$ cat src/rtl/uer_pkg.sv
// ----------------------------------------------------------------------------
// uer_pkg
// Shared types and constants of the ultrasonic echo ranger: phase codes,
// status codes, register indexes, field widths and register reset values.
// ----------------------------------------------------------------------------
package uer_pkg;

    // Field widths fixed by the register map and the result format.
    localparam int TRIG_W     = 10;
    localparam int TIMEOUT_W  = 18;
    localparam int MAXECHO_W  = 18;
    localparam int SCALE_W    = 16;
    localparam int DIST_W     = 16;
    localparam int STATUS_W   = 2;
    localparam int CFG_IDX_W  = 8;
    localparam int CFG_DATA_W = 18;

    // Register reset values.
    localparam logic [TRIG_W-1:0]    TRIG_RESET    = 10'd10;
    localparam logic [TIMEOUT_W-1:0] TIMEOUT_RESET = 18'd100000;
    localparam logic [MAXECHO_W-1:0] MAXECHO_RESET = 18'd15306;
    localparam logic [SCALE_W-1:0]   SCALE_RESET   = 16'd11239;

    // Half an LSB of the Q16 scale, added before the shift for rounding.
    localparam int ROUND_HALF = 32768;

    // Register indexes on the configuration port.
    typedef enum logic [CFG_IDX_W-1:0] {
        REG_TRIGGER_TICKS  = 8'd0,
        REG_TIMEOUT_TICKS  = 8'd1,
        REG_MAX_ECHO_TICKS = 8'd2,
        REG_MM_PER_TICK    = 8'd3
    } reg_index_t;

    // Result status codes.
    typedef enum logic [STATUS_W-1:0] {
        ST_OK      = 2'd0,
        ST_TIMEOUT = 2'd1,
        ST_RANGE   = 2'd2
    } status_t;

    // Measurement phase, one-hot.
    typedef enum logic [3:0] {
        PH_IDLE  = 4'b0001,
        PH_TRIG  = 4'b0010,
        PH_WAIT  = 4'b0100,
        PH_PULSE = 4'b1000
    } phase_t;

endpackage

$ cat src/rtl/ultrasonic_echo_ranger.sv
// ----------------------------------------------------------------------------
// ultrasonic_echo_ranger
// Trigger and echo timing controller for an ultrasonic ranging sensor.
// ----------------------------------------------------------------------------
// Usage:
// Each input beat is one microsecond tick carrying a start request and the
// sampled echo level. Every accepted input beat yields exactly one result
// beat with the trigger level, busy, done, status and distance of that tick.
// The state update and the result are computed in the cycle of acceptance
// and held in an output register, so a result appears in the cycle after its
// input beat, and one beat per cycle is taken at full rate. The single
// product pulse_count * mm_per_tick_q16 with rounding and saturation sets
// the path length between the state registers and the output register.
// When the receiver stalls, the output register keeps its beat and in_ready
// drops only while that beat is held and out_ready is low.
// The configuration port is always ready; writes are meant for idle time.
// Reset returns the phase to idle, clears the counters, empties the output
// register and loads the register defaults.
// ----------------------------------------------------------------------------
module ultrasonic_echo_ranger #(
    parameter int COUNT_BITS = 18
) (
    input  logic                           clk,
    input  logic                           rst_n,

    input  logic                           cfg_valid,
    output logic                           cfg_ready,
    input  logic [uer_pkg::CFG_IDX_W-1:0]  cfg_index,
    input  logic [uer_pkg::CFG_DATA_W-1:0] cfg_data,

    input  logic                           in_valid,
    output logic                           in_ready,
    input  logic                           start_req,
    input  logic                           echo_level,

    output logic                           out_valid,
    input  logic                           out_ready,
    output logic                           trigger_level,
    output logic                           busy_res,
    output logic                           done_res,
    output logic [uer_pkg::STATUS_W-1:0]   status,
    output logic [uer_pkg::DIST_W-1:0]     distance_mm
);

    // Comparison width covering both the counters and the 18-bit limits.
    localparam int CMP_W  = (COUNT_BITS > uer_pkg::TIMEOUT_W) ? COUNT_BITS
                                                              : uer_pkg::TIMEOUT_W;
    // Product width: wide enough that bits above 31 exist for saturation.
    localparam int PROD_W = ((COUNT_BITS > 16) ? COUNT_BITS : 16) + 17;
    localparam logic [COUNT_BITS-1:0] COUNT_MAX = {COUNT_BITS{1'b1}};

    // Configuration registers.
    logic [uer_pkg::TRIG_W-1:0]    trig_ticks_reg;
    logic [uer_pkg::TIMEOUT_W-1:0] timeout_ticks_reg;
    logic [uer_pkg::MAXECHO_W-1:0] max_echo_reg;
    logic [uer_pkg::SCALE_W-1:0]   scale_reg;

    // Measurement state.
    uer_pkg::phase_t               phase_reg, phase_next;
    logic [uer_pkg::TRIG_W-1:0]    trig_cnt_reg, trig_cnt_next;
    logic [COUNT_BITS-1:0]         wait_cnt_reg, wait_cnt_next;
    logic [COUNT_BITS-1:0]         pulse_cnt_reg, pulse_cnt_next;

    // Output register.
    logic                          out_valid_reg;
    logic                          trig_out_reg, busy_out_reg, done_out_reg;
    logic [uer_pkg::STATUS_W-1:0]  status_out_reg;
    logic [uer_pkg::DIST_W-1:0]    dist_out_reg;

    logic                          done_next;
    uer_pkg::status_t              status_next;
    logic [uer_pkg::DIST_W-1:0]    dist_next;

    logic                          in_accept;
    logic [uer_pkg::TRIG_W-1:0]    trig_len;
    logic                          timed_out;
    logic                          too_long;
    logic [PROD_W-1:0]             product;
    logic [uer_pkg::DIST_W-1:0]    dist_sat;

    assign cfg_ready = 1'b1;
    assign in_ready  = !out_valid_reg || out_ready;
    assign in_accept = in_valid && in_ready;

    // Register writes.
    always_ff @(posedge clk or negedge rst_n)
    begin
        if (!rst_n)
        begin
            trig_ticks_reg    <= uer_pkg::TRIG_RESET;
            timeout_ticks_reg <= uer_pkg::TIMEOUT_RESET;
            max_echo_reg      <= uer_pkg::MAXECHO_RESET;
            scale_reg         <= uer_pkg::SCALE_RESET;
        end
        else if (cfg_valid)
        begin
            case (cfg_index)
                uer_pkg::REG_TRIGGER_TICKS:
                    trig_ticks_reg <= cfg_data[uer_pkg::TRIG_W-1:0];
                uer_pkg::REG_TIMEOUT_TICKS:
                    timeout_ticks_reg <= cfg_data[uer_pkg::TIMEOUT_W-1:0];
                uer_pkg::REG_MAX_ECHO_TICKS:
                    max_echo_reg <= cfg_data[uer_pkg::MAXECHO_W-1:0];
                uer_pkg::REG_MM_PER_TICK:
                    scale_reg <= cfg_data[uer_pkg::SCALE_W-1:0];
                default:
                    ;
            endcase
        end
    end

    // A zero trigger length behaves as one tick.
    assign trig_len = (trig_ticks_reg == '0) ? uer_pkg::TRIG_W'(1) : trig_ticks_reg;

    // Timeout covers both the programmed window and a saturated wait counter.
    assign timed_out = (CMP_W'(wait_cnt_reg) >= CMP_W'(timeout_ticks_reg))
                    || (wait_cnt_reg == COUNT_MAX);
    assign too_long  = CMP_W'(pulse_cnt_reg) > CMP_W'(max_echo_reg);

    // Distance: rounded Q16 scaling of the pulse length, saturated to 16 bits.
    assign product  = PROD_W'(pulse_cnt_reg) * PROD_W'(scale_reg)
                    + PROD_W'(uer_pkg::ROUND_HALF);
    assign dist_sat = (|product[PROD_W-1:32]) ? {uer_pkg::DIST_W{1'b1}}
                                              : product[31:16];

    // Next state and result of the current tick.
    always_comb
    begin
        phase_next     = phase_reg;
        trig_cnt_next  = trig_cnt_reg;
        wait_cnt_next  = wait_cnt_reg;
        pulse_cnt_next = pulse_cnt_reg;
        done_next      = 1'b0;
        status_next    = uer_pkg::ST_OK;
        dist_next      = '0;
        case (phase_reg)
            uer_pkg::PH_IDLE:
            begin
                if (start_req)
                begin
                    phase_next    = uer_pkg::PH_TRIG;
                    trig_cnt_next = uer_pkg::TRIG_W'(1);
                end
            end
            uer_pkg::PH_TRIG:
            begin
                if (trig_cnt_reg >= trig_len)
                begin
                    phase_next     = uer_pkg::PH_WAIT;
                    wait_cnt_next  = '0;
                    pulse_cnt_next = '0;
                end
                else
                begin
                    trig_cnt_next = trig_cnt_reg + uer_pkg::TRIG_W'(1);
                end
            end
            uer_pkg::PH_WAIT:
            begin
                if (timed_out)
                begin
                    phase_next  = uer_pkg::PH_IDLE;
                    done_next   = 1'b1;
                    status_next = uer_pkg::ST_TIMEOUT;
                end
                else
                begin
                    wait_cnt_next = wait_cnt_reg + COUNT_BITS'(1);
                    if (echo_level)
                    begin
                        phase_next     = uer_pkg::PH_PULSE;
                        pulse_cnt_next = COUNT_BITS'(1);
                    end
                end
            end
            uer_pkg::PH_PULSE:
            begin
                if (timed_out)
                begin
                    phase_next  = uer_pkg::PH_IDLE;
                    done_next   = 1'b1;
                    status_next = uer_pkg::ST_TIMEOUT;
                end
                else
                begin
                    wait_cnt_next = wait_cnt_reg + COUNT_BITS'(1);
                    if (echo_level)
                    begin
                        if (pulse_cnt_reg != COUNT_MAX)
                        begin
                            pulse_cnt_next = pulse_cnt_reg + COUNT_BITS'(1);
                        end
                    end
                    else
                    begin
                        phase_next = uer_pkg::PH_IDLE;
                        done_next  = 1'b1;
                        if (too_long)
                        begin
                            status_next = uer_pkg::ST_RANGE;
                        end
                        else
                        begin
                            dist_next = dist_sat;
                        end
                    end
                end
            end
            default:
            begin
                phase_next = uer_pkg::PH_IDLE;
            end
        endcase
    end

    // State advances once per accepted tick.
    always_ff @(posedge clk or negedge rst_n)
    begin
        if (!rst_n)
        begin
            phase_reg     <= uer_pkg::PH_IDLE;
            trig_cnt_reg  <= '0;
            wait_cnt_reg  <= '0;
            pulse_cnt_reg <= '0;
        end
        else if (in_accept)
        begin
            phase_reg     <= phase_next;
            trig_cnt_reg  <= trig_cnt_next;
            wait_cnt_reg  <= wait_cnt_next;
            pulse_cnt_reg <= pulse_cnt_next;
        end
    end

    // Output beat valid flag.
    always_ff @(posedge clk or negedge rst_n)
    begin
        if (!rst_n)
        begin
            out_valid_reg <= 1'b0;
        end
        else if (in_accept)
        begin
            out_valid_reg <= 1'b1;
        end
        else if (out_ready)
        begin
            out_valid_reg <= 1'b0;
        end
    end

    // Output beat payload.
    always_ff @(posedge clk)
    begin
        if (in_accept)
        begin
            trig_out_reg   <= (phase_next == uer_pkg::PH_TRIG);
            busy_out_reg   <= (phase_next != uer_pkg::PH_IDLE);
            done_out_reg   <= done_next;
            status_out_reg <= status_next;
            dist_out_reg   <= dist_next;
        end
    end

    assign out_valid     = out_valid_reg;
    assign trigger_level = trig_out_reg;
    assign busy_res      = busy_out_reg;
    assign done_res      = done_out_reg;
    assign status        = status_out_reg;
    assign distance_mm   = dist_out_reg;

endmodule
$ cat config.mk
export PLATFORM = sky130hd
export DESIGN_NAME = ultrasonic_echo_ranger
export DESIGN_NICKNAME = d
export VERILOG_FILES = /design/src/rtl/uer_pkg.sv /design/src/rtl/ultrasonic_echo_ranger.sv
export SDC_FILE = /design/constraint.sdc
export NUM_CORES = 1
export LEC_CHECK = 0
export BUFFER_PORTS_ARGS = -buffer_cell sky130_fd_sc_hd__buf_2
export CAP_MARGIN = 0
export CORE_MARGIN = 5
export CORE_UTILIZATION = 60
export CTS_BUF_LIST = sky130_fd_sc_hd__clkbuf_8
export DETAILED_ROUTE_END_ITERATION = 16
export GPL_ROUTABILITY_DRIVEN = 0
export PLACE_DENSITY_LB_ADDON = 0.08
export SLEW_MARGIN = 20
export SYNTH_ARGS = -nofsm -noshare
export SYNTH_HDL_FRONTEND = slang
export SYNTH_SLANG_ARGS = --single-unit
$ cat constraint.sdc
create_clock -name clk -period 6.8 [get_ports clk]
set_input_delay 0.68 -clock clk [delete_from_list [all_inputs] [get_ports clk]]
set_output_delay 0.68 -clock clk [all_outputs]
set_load 0.02 [all_outputs]
Word level (Yosys, flattened, before mapping) --
Index checks and enable logic that the tools add are counted.
Cells by class: add/sub/neg operators 4, order comparisons 3, equality and inequality tests 20, multiply operators 1, mux-type cells 32, reduce and logical (&&, ||, !) cells 20, bitwise gates (word level) 1
Operators by type and width (count):
- two-way mux 18 bit | 7
- one-hot mux 18 bit (3 select lines) | 1
- adder 18 x 1 -> 18 bit (second input constant) | 2
- one-hot mux 18 bit (2 select lines) | 1
- adder 34 x 16 -> 35 bit (second input constant) | 1
- multiplier 18 x 16 -> 34 bit | 1
- two-way mux 10 bit | 3
- two-way mux 4 bit | 6
- one-hot mux 10 bit (2 select lines) | 1
- equality test 18 bit (second input constant) | 1
- greater-or-equal comparator 18 bit | 1
- > comparator 18 bit | 1
- inequality test 18 bit (second input constant) | 1
- inequality test 2 bit (second input constant) | 9
- equality test 8 x 2 -> 1 bit (second input constant) | 2
- two-way mux 16 bit | 1
- one-hot mux 4 bit (4 select lines) | 1
- adder 10 x 1 -> 10 bit (second input constant) | 1
- greater-or-equal comparator 10 bit | 1
- zero test 10 bit | 1
- equality test 4 x 2 -> 1 bit (second input constant) | 2
- equality test 8 x 1 -> 1 bit (second input constant) | 1
- zero test 8 bit | 1
- AND reduction 2 bit | 4
- 19 further kinds | 30
Storage, ports and cells: bits in registers 134, output and inout port bits 24, input port bits 33

Logic depth before layout (Yosys ltp) --
depth after elaboration 6, mapped depth 25, depth with buffers taken out 22

Worst setup path after synthesis --
OpenSTA, ideal clock, no wires.
path kind flip-flop to flip-flop, from register scale_reg[7] in the netlist's numbering, to register dist_out_reg (netlist bit distance_mm[4]) (data pin), setup time 278 ps, path slack -184 ps, arrival 6705 ps, path buffers 3, cell stages (with the launch flop) 23, cell sequence dfstp_2 > clkbuf_1 > clkbuf_1 > nand2_1 > fa_1 > inv_1 > fa_1 > fa_1 > fa_1 > fa_1 > inv_1 > fa_1 > inv_1 > ha_1 > nand4_1 > or3_1 > or3b_1 > o211a_1 > a41o_1 > o31a_1 > a32oi_4 > buf_6 > a211oi_2
On the way: cells in the longest elaborated chain, start to end 4
RTL lines:
- start: declaration | RTL line ultrasonic_echo_ranger.sv:56 | logic [uer_pkg::SCALE_W-1:0] scale_reg;
- start signal: assignment | RTL line ultrasonic_echo_ranger.sv:93 | scale_reg <= uer_pkg::SCALE_RESET;
- start signal: assignment | RTL line ultrasonic_echo_ranger.sv:105 | scale_reg <= cfg_data[uer_pkg::SCALE_W-1:0];
- multiplier 18 x 16 -> 34 bit (*) | RTL line ultrasonic_echo_ranger.sv:121 | assign product = PROD_W'(pulse_cnt_reg) * PROD_W'(scale_reg)
- adder 34 x 16 -> 35 bit (*) | RTL line ultrasonic_echo_ranger.sv:122 | + PROD_W'(uer_pkg::ROUND_HALF);
- OR reduction 3 bit | RTL line ultrasonic_echo_ranger.sv:123 | assign dist_sat = (|product[PROD_W-1:32]) ? {uer_pkg::DIST_W{1'b1}}
- two-way mux 16 bit (*) | RTL line ultrasonic_echo_ranger.sv:123
- end signal: assignment | RTL line ultrasonic_echo_ranger.sv:261 | dist_out_reg <= dist_next;
- end: declaration | RTL line ultrasonic_echo_ranger.sv:68 | logic [uer_pkg::DIST_W-1:0] dist_out_reg;
Mark *: on every way between the ends. The rest lies on a longest branch, timed or not. A chain may end at the register's enable or synchronous reset.

Worst setup path after layout --
from register scale_reg[7] in the netlist's numbering, to register dist_out_reg (netlist bit distance_mm[5]) (data pin)
The elaborated chain is that of the path after synthesis.

==> flow_summary.ini <==
[run_status]
status = finished clean

[sta]
finalCritPeriodShare_pct = 98.3
fin_crit_ns = 6.68
max_slew.worst_pin.slew_ns = 0.933
final_max_slew_viol_count = 0
setup_viol = 0
fin_skew_ns = 0.0191
hold_violations = 0
timing.hold.ws_ns = 0.250
maxSlewHeadroom_pct = 37.5
fmax_ghz = 0.150

[placement]
io_buffers = 55
placed_area_sq_mm = 0.0177
dp_hpwl_microns = 32700

[global_routing]
antenna_found_initial = 0
grt.overflow.total = 0
grt_pass1_wl_microns = 67800
grt_pass1_vias = 13000
track_usage_pct = 27.2
grt_max_degree = 60

[setup_path]
endpoint = distance_mm[5]
cp_top_family = adder cells
worst-path-stages = 23
arrival_ns = 6.87
r2r_setup_slack_ns = 0.12
start_kind = register
critPathMaxStageDelay_ns = 0.57
path_class = reg2reg
worstSetupStartpoint = scale_reg[7]
critPathBufInv = 7
rr_startpoint = scale_reg[7]
cp-end-kind = register
crit_fanout = 8
crit_chain = buf_6 > buf_6 > and2_4 > fa_2 > inv_4 > fa_2 > fa_1 > inv_2 > fa_2 > fa_1 > inv_1 > fa_1 > inv_1 > ha_1 > nand4_1 > or3_4 > or3b_1 > o211a_1 > a41o_1 > o31a_1 > a32oi_4 > clkbuf_16 > a211oi_1
reg2regPathDepth = 23
crit_path_top_delay_cell = dfstp_2
critPathRequiredTime_ns = 6.98
timing.rr.end = distance_mm[5]

[clock_tree]
cts_hold_buf = 0
cts_tree = built
path_clk_slew_ns = 0.10
cts-root-buf = clkbuf_8
cts_max_path_buffers = 2
clock_sinks = 134
numCtsBuffers = 17
cts_max_level = 4
clock_latency_ns = 0.46

[synth]
synth-seq-area-share_pct = 20.9
muxShareOfSynthArea_pct = 3.70
synth-edff-count = 21
yosys-top-cells-area = fa_1 27%, dfrtp_1 13%, ha_1 13%
synthMostInstantiatedCell = inv_1
synth_top_family_by_area = adder cells
synth_top_area_cell = fa_1
synth_simple_gate_area_share_pct = 16.0
syn_nets = 2218
synth_compound_area_share_pct = 9.40
yosys.cell_types.count = 69
netlist_top_cells_count = 320 x inv_1, 222 x fa_1, 213 x nand2_1
synth-seq-cells = 134
yosys_warnings = 0
syn_inst = 1793
yosys.area_share.xor_xnor_pct = 1.36
async_reset_ff_share_pct = 84.3
synth_area_sq_mm = 0.0167
ys.flop_type = dfrtp_1
avgSynthCellArea_sq_um = 9.33
synth_fa_ha_area_share_pct = 39.3
synth_top_area_share_pct = 26.6

[floorplan]
core_sq_mm = 0.0276
num_io_pins = 57
fp-row-count = 61
start_util_pct = 60.5
die_x_microns = 177
die_h_microns = 177
die_area_sq_mm = 0.0313

[layout]
n_fill_cell = 2247
nets = 2307
area_growth_pct = 11.8
num_antenna_cells = 0
drive_above_1_share_pct = 18.1
fin_area_sq_mm = 0.0187

[pwr]
p_sw_share_pct = 32.1
p_int_uw = 1280
combPwrFrac_pct = 13.1
pwr-share-seq_pct = 48.6
total_power_uw = 1880
power_density_mw_per_mm2 = 100
clkPwrFrac_pct = 38.3
ir_drop_mv = 0.122
p_leak_uw = 0.00942
power_switching_uw = 602

[flow_run]
max-cap-violations = 0

[route]
vias_per_cell = 5.62
initialDrtViolationCount = 755
ant_nets = 0
totalWireLength_microns = 41900
dr_total_vias = 12800
dr.pass1.iters = 5
drc = 0
avgRoutedWirePerCell_microns = 18.4

[min_path]
hold_class = in2async
==> placed cells by master (no fill, tap or decap), types with 32 or more instances in the layout <==
cell     netlist  routed
ha_1         170     163
nand3_1       32      32
nor2_1        43      43
o21ai_0       68      68
inv_1        320     313
and2_1       145     136
mux2_2        54      54
fa_1         222     211
nand2_1      213     212
buf_2          4      54
dfrtp_1       85      74
buf_4          1      87
a21oi_1       51      50
==> through the flow <==
step	std cells	setup TNS [ns]	util, %	setup WS [ns]
4_1_cts	2243	0	65.7	0.00945
2_1_floorplan	1793	0	-	0.000485
5_1_grt	2273	-0.358	67.7	-0.0462
6_report	2273	0	67.7	0.117
3_5_place_dp	2208	-0.555	64.1	-0.0581
3_3_place_gp	2208	0	64.1	0.119
==> routing by layer <==
layer	vias up	wire length, microns	track usage (%)
li1	5939	-	-
met1	6356	17900	37.1
met2	416	20600	45.7
met3	74	2490	4.64
met4	0	949	6.80
met5	-	0	0
==> final cells by class <==
| class | count | area [sq um] | area share, % |
|---|---|---|---|
| multi-input combinational | 1248 | 11800 | 63.3 |
| sequential | 134 | 3520 | 18.8 |
| timing repair buffer | 161 | 1260 | 6.72 |
| inverter | 320 | 1200 | 6.44 |
| tap | 378 | 473 | 2.53 |
| clock buffer | 17 | 234 | 1.25 |
| clock inverter | 15 | 171 | 0.917 |
==> power by group through the flow <==
stage | logic, uW | registers (uW) | clock network (uW)
3_3_place_gp | 220 | 930 | 0
2_1_floorplan | 143 | 909 | 0
4_1_cts | 228 | 916 | 735
3_5_place_dp | 225 | 932 | 0
5_1_grt | 274 | 920 | 772
6_report | 245 | 913 | 719
==> logic make-up after synthesis <==
logic type      Yosys count
compound gates          241
mux                      55
flops                   134
simple gates            533
fa+ha+maj               392
buf+inv                 411
xor+xnor                 26
other cells               1
==> repair_timing <==
item,in CTS,in global routing
cloned,0,1
pin swaps,0,59
gates resized for setup,2,65
buffers inserted,3,29
endpoints found under the setup margin,16,16
==> worst min-delay path by stage <==
| stage | from | to | slack, ns | cells after the start |
|---|---|---|---|---|
| 2_1_floorplan | rst_n | max_echo_reg[0] | 0.38 | 0 |
| 3_3_place_gp | max_echo_reg[15] | max_echo_reg[15] | 0.49 | 1 |
| 3_5_place_dp | timeout_ticks_reg[3] | timeout_ticks_reg[3] | 0.49 | 1 |
| 4_1_cts | rst_n | timeout_ticks_reg[12] | 0.25 | 1 |
| 5_1_grt | rst_n | timeout_ticks_reg[11] | 0.29 | 1 |
| 6_report | rst_n | timeout_ticks_reg[13] | 0.25 | 1 |
Power figures use the tool's default switching activity.
